## config.mk

```make
export PLATFORM = sky130hd
export DESIGN_NAME = spaq_cell
export DESIGN_NICKNAME = d
export VERILOG_FILES = /design/src/hdl/sorted_array_priority_queue_unit_assert.svh /design/src/hdl/spaq_pkg.sv /design/src/hdl/spaq_cell.sv
export SDC_FILE = /design/constraint.sdc
export NUM_CORES = 1
export LEC_CHECK = 0
export BUFFER_PORTS_ARGS = -buffer_cell sky130_fd_sc_hd__buf_2
export CORE_ASPECT_RATIO = 1.75
export CORE_MARGIN = 3
export CORE_UTILIZATION = 49
export CTS_BUF_LIST = sky130_fd_sc_hd__clkbuf_16
export CTS_CLUSTER_SIZE = 8
export DETAILED_ROUTE_END_ITERATION = 16
export GPL_TIMING_DRIVEN = 1
export PLACE_DENSITY = 0.87
export SYNTH_ARGS = -nofsm -noshare
export SYNTH_HDL_FRONTEND = slang
export SYNTH_SLANG_ARGS = --single-unit
```

## constraint.sdc

```tcl
create_clock -name clock -period 5.85 [get_ports clock]
set_clock_uncertainty 0.05 [all_clocks]
set_input_delay 1.755 -clock clock [delete_from_list [all_inputs] [get_ports clock]]
set_output_delay 1.755 -clock clock [all_outputs]
set_load 0.1 [all_outputs]
```

## src/hdl/sorted_array_priority_queue_unit_assert.svh

```systemverilog
// ----------------------------------------------------------------------------
// Assertion macros for the sorted array priority queue
// Concurrent assertion wrappers that are left out of synthesis builds.
// ----------------------------------------------------------------------------
`ifndef SORTED_ARRAY_PRIORITY_QUEUE_UNIT_ASSERT_SVH
`define SORTED_ARRAY_PRIORITY_QUEUE_UNIT_ASSERT_SVH

`ifndef SYNTHESIS

// Same-cycle implication, disabled while reset is high.
`define SPAQ_ASSERT_IMPL(name, clk, rst, cond, prop, msg) \
   name: assert property (@(posedge clk) disable iff (rst) (cond) |-> (prop)) \
      else $error(msg);

// Next-cycle implication, disabled while reset is high.
`define SPAQ_ASSERT_NEXT(name, clk, rst, cond, prop, msg) \
   name: assert property (@(posedge clk) disable iff (rst) (cond) |=> (prop)) \
      else $error(msg);

`else

`define SPAQ_ASSERT_IMPL(name, clk, rst, cond, prop, msg)
`define SPAQ_ASSERT_NEXT(name, clk, rst, cond, prop, msg)

`endif

`endif

```

## src/hdl/spaq_pkg.sv

```systemverilog
// ----------------------------------------------------------------------------
// Sorted array priority queue package
// Request codes, register indexes, cell operation codes and the cell control.
// ----------------------------------------------------------------------------
`timescale 1ns / 1ps

package spaq_pkg;

   // Request codes on req_type.
   localparam logic [1:0] REQ_PUSH = 2'd0;
   localparam logic [1:0] REQ_POP  = 2'd1;
   localparam logic [1:0] REQ_TOP  = 2'd2;

   // Configuration register indexes.
   localparam logic CSR_CAPACITY_LIMIT   = 1'b0;
   localparam logic CSR_ORDER_DESCENDING = 1'b1;

   localparam int unsigned CSR_DATA_WIDTH = 7;
   localparam int unsigned COUNT_OUT_WIDTH = 7;
   localparam int unsigned FRONT_WIDTH = 32;
   localparam logic [6:0] CAPACITY_RESET = 7'd64;

   // What a cell does with its key at the next edge.
   localparam logic [1:0] CELL_HOLD       = 2'd0;
   localparam logic [1:0] CELL_LOAD_NEW   = 2'd1;
   localparam logic [1:0] CELL_SHIFT_BACK = 2'd2;
   localparam logic [1:0] CELL_SHIFT_FWD  = 2'd3;

   typedef struct packed {
      logic [1:0] op;
   } cell_ctl_type;

endpackage

```

## src/hdl/spaq_cell.sv

```systemverilog
// ----------------------------------------------------------------------------
// Sorted array priority queue cell
// Holds one key, compares it with the incoming key and moves it on command.
// ----------------------------------------------------------------------------
`timescale 1ns / 1ps

module spaq_cell #(
   parameter int unsigned KEY_WIDTH = 32
) (
   input  logic                  clock,
   input  spaq_pkg::cell_ctl_type ctl,
   input  logic                  order_desc,
   input  logic                  in_use,
   input  logic [KEY_WIDTH-1:0]  new_key,
   input  logic [KEY_WIDTH-1:0]  left_key,
   input  logic [KEY_WIDTH-1:0]  right_key,
   output logic [KEY_WIDTH-1:0]  key,
   output logic                  behind
);

   logic [KEY_WIDTH-1:0] key_ff;
   logic [KEY_WIDTH-1:0] key_in;

   // The held key must stand behind the incoming key under the current order.
   assign behind = in_use && (order_desc ? (key_ff < new_key) : (key_ff > new_key));
   assign key    = key_ff;

   always_comb begin
      case (ctl.op)
         spaq_pkg::CELL_LOAD_NEW:   key_in = new_key;
         spaq_pkg::CELL_SHIFT_BACK: key_in = left_key;
         spaq_pkg::CELL_SHIFT_FWD:  key_in = right_key;
         default:                   key_in = key_ff;
      endcase
   end

   always_ff @(posedge clock) begin
      key_ff <= key_in;
   end

endmodule

```

=== Word level (Yosys, flattened, before mapping) ===
Cells that the tools add are included.
Widths: inputs -> output; s select.

* Bits in registers: 32
* Input bits: 101
* Output and inout port bits: 33
* Word-level logic and storage cells: 10

* Magnitude comparators: 2
* Equal/unequal tests: 3
* Multiplexer cells: 2
* Reduce and logical (&&, ||, !) cells: 2

{| class="wikitable"
|+ Operator list
! cell !! count
|-
| $pmux 32 s3 || 1
|-
| $gt 32x32->1 || 1
|-
| $lt 32x32->1 || 1
|-
| $eq 2x2->1 const B || 2
|-
| $reduce_bool 3->1 || 1
|-
| $eq 2x1->1 const B || 1
|-
| $logic_and 1x1->1 || 1
|-
| $mux 1 || 1
|}

=== Longest topological paths before layout ===
* Word-level depth: 3
* Depth in mapped cells: 8
* Gate-level depth less buffers: 8

=== Least setup slack after synthesis ===
OpenSTA, ideal clock, no wires.

* Path kind: input to output
* Start point: input port new_key[18]
* End point: output port behind
* Arrival time: 4.694 ns
* Data required time: 4.045 ns
* Slack: -0.649 ns
* Cell stages on the path: 8
* Path buffers: 0
* Cell sequence: inv_1 > ha_1 > and3_1 > a221o_1 > a221oi_2 > o211ai_1 > a21oi_2 > mux2i_1

* Cells in the longest elaborated chain, start to end: 3
* Elaborated cells between the ends (all ways): 4
* Those cells by class: order compare: 2; mux: 1; reduce/logical: 1

{| class="wikitable"
|+ Ends and longest elaborated chain
! what !! RTL line !! source
|-
| start, declared || spaq_cell.sv:14 || <nowiki>input logic [KEY_WIDTH-1:0] new_key,</nowiki>
|-
| $gt 32x32->1 or $lt 32x32->1 (tied branches) || spaq_cell.sv:25 || <nowiki>assign behind = in_use && (order_desc ? (key_ff < new_key) : (key_ff > new_key));</nowiki>
|-
| $mux 1 (*) || spaq_cell.sv:25 ||
|-
| $logic_and 1x1->1 (*) || spaq_cell.sv:25 ||
|-
| end, declared || spaq_cell.sv:18 || <nowiki>output logic behind</nowiki>
|}

Every way passes the cells marked *; elsewhere a longest branch is shown, timed or not.

=== Worst setup path after layout ===
Same ends and word-level chain as after synthesis.

==> reports/metrics.cfg <==
[setup_path]
crit_arrival_ns = 3.84
crit_path_end = behind
endpoint_kind = primary output
crit_type = in -> out
startpoint = new_key[18]
crit_path_max_incr_delay_ns = 0.36
start_kind = input port
crit_chain = buf_2, inv_1, ha_1, and3_1, a221o_1, a221oi_2, o211ai_1, a21oi_2, mux2i_4, buf_12
cp_max_fo = 2
worstPathRequired_ns = 4.05
cpMaxStageDelayCell = a221o_1

[timing]
fin_ws_ns = 0.2051
max_slew_margin_pct = 28.39
finalSetupTns_ns = 0
drv_slew = 0
fin_crit_ns = 5.645
worst_pin_slew_ns = 1.074
fin_crit_sh_pct = 96.49
rsz0062_at_grt = false
max_freq_mhz = 177.2
setup_violations = 0
whs_ns = 1.770
hold_viol = 0

[power_and_ir_drop]
totalPowerFinal_mw = 0.9411
p_per_area_nw_per_um2 = 285.7
vdd_drop_max_v = 0.0002755
leakage_nw = 1.758

[yosys]
netlist_instances = 254
synth-compound-area-share_pct = 13.09
yosysSeqAreaShare_pct = 39.43
synth_area_leaders = edfxtp_1 (39%), ha_1 (16%), mux2i_1 (14%)
synth-seq-cells = 32
syn_nets = 387
yosys.area.top_type = edfxtp_1
synth_top_family_by_area = adder cells
syn-cell-area_sq_um = 2437
synth_mux_area_share_pct = 13.55
synthArstFlopShare_pct = 0
synth_flop_cell = edfxtp_1
synth-simple-area-share_pct = 10.57
synth_top_area_share_pct = 39.43
synthDistinctLibCells = 27
synth_edf_count = 32
ys_warn_count = 0
syn_area_per_cell_sq_um = 9.596
synthAdderAreaFrac_pct = 16.43
synth-xor-area-share_pct = 0

[cells_and_area]
syn2layout_area_growth_pct = 35.16
num_antenna_cells = 0
drive_above_1_share_pct = 37.40
fin_nets = 517
final_util_pct = 69.38
largest_reg_flops = 32
fin_area_sq_um = 3294
n_fill_cell = 385
layout.cells.non_filler = 437

[die]
die_y_um = 99.30
core_sq_um = 4748
die_area_sq_um = 5890
initial_core_util_pct = 51.33
die_w_um = 59.32
io_pins = 134
rows = 33

[placement]
pre_cts_ws_ns = 0.2115
port_buffers = 133
placed_cell_area_sq_um = 3158
dp_hpwl_um = 4992
post-place-cells = 429
gp_congestion = 0.8721

[cts]
h-tree-depth = 2
cts_sinks = 32
clockBufferDepth = 2
root_buffer = clkbuf_16
postCtsSetupBuffers = 0
cts_resized = 0
ctsHoldBuffers = 0
cts_tree = yes
cts_buffers = 5
cts.clk_slew.worst_paths_ns = 0.05

[grt]
grt_use_total_pct = 22.40
overflow = 0
grt_max_degree = 66
grt_pass1_vias = 2442
antenna_found_initial = 0
grt_pass1_wl_um = 10160

[outcome]
status = complete, no violations

[flow_run]
max_cap_viol_count = 0

[route]
ant_nets = 0
via_per_inst = 5.222
routed-via-count = 2282
wl_um = 6307
drc = 0
dr.pass1.iters = 4
drtIter0Drc = 48
routedWlPerCell_um = 14.43

[worst_hold_path]
holdCritPathClass = in -> reg

-- kinds of logic (layout without fill, tap and decap cells) --
family / Yosys count / after routing
AOI/OAI and AO/OA: 55 / 55
buffers and inverters: 44 / 175
muxes: 33 / 33
and+or+nand+nor: 58 / 58
adders and majority gates: 32 / 32
DFF: 32 / 32
-- final cells by class --
class	instances	area (sq um)	share of cell area (%)
Clock buffer	5	125.1	3.798
Clock inverter	3	11.26	0.3418
Inverter	33	123.9	3.760
Tap cell	52	65.06	1.975
Timing Repair Buffer	134	688.2	20.89
Sequential cell	32	960.9	29.17
Multi-Input combinational cell	178	1320	40.07
-- cell usage after synthesis (all sizes together) (2+ instances only) --
library cell / count
o21ai: 3
and4: 2
nor2: 35
nand2: 7
nand4: 3
nand3: 5
a21o: 3
inv: 33
a221o: 3
edfxtp: 32
ha: 32
buf: 4
a21oi: 43
mux2i: 33
clkbuf: 7
-- where the power goes --
part,internal (mW),switching [mW]
clock network,0.153,0.0894
logic,0.103,0.296
registers,0.286,0.0143
total,0.541,0.400
-- how the worst min path moves through the flow --
stage          endpoint         from  depth (start not counted)  slack (ns)
2_1_floorplan    key[0]   new_key[0]                          2        1.93
3_3_place_gp    key[15]  new_key[15]                          3        2.04
3_5_place_dp    key[16]  new_key[16]                          3        2.04
4_1_cts         key[12]  new_key[12]                          3        1.77
5_1_grt         key[15]  new_key[15]                          3        1.79
6_report        key[14]  new_key[14]                          3        1.77
-- cell usage in the layout, fill, tap and decap left out --
master / synthesis / routed
buf_2: 3 / 132
a21oi_2: 1 / 1
edfxtp_1: 32 / 32
clkinv_1: 0 / 1
nor2_1: 35 / 35
a211o_1: 1 / 1
buf_12: 0 / 1
o211ai_1: 1 / 1
nand3b_1: 1 / 1
nand2_1: 7 / 7
or2_2: 1 / 1
a221oi_2: 1 / 1
a21o_2: 1 / 1
and3_1: 1 / 1
clkbuf_16: 0 / 5
ha_1: 32 / 32
a21oi_1: 42 / 42
buf_4: 0 / 1
nand4_1: 3 / 3
nor4_1: 1 / 1
inv_1: 33 / 35
a221o_1: 3 / 3
nand3_1: 5 / 5
a21o_1: 2 / 2
mux2i_1: 33 / 32
mux2i_4: 0 / 1
and4_1: 2 / 2
and2_0: 1 / 1
o21ai_0: 3 / 3
nor2b_1: 1 / 1
-- layer usage --
| metal | vias to the layer above | global-route usage, % | part of all wire [%] |
|---|---|---|---|
| met2 | 90 | 42.38 | 57 |
| met3 | 16 | 4.286 | 6.5 |
| met4 | 0 | 10.82 | 2.9 |
| met1 | 1010 | 21.76 | 33 |
| li1 | 1166 | - | - |
| met5 | - | 0 | 0 |
-- worst max-delay path: cells and delay by family --
kind	cells	cell delay, ns
muxes	1	0.28
adders and majority gates	1	0.29
AOI/OAI and AO/OA	4	0.98
and+or+nand+nor	1	0.21
buffers and inverters	3	0.32
No activity file was read; power rests on OpenSTA's default activity.
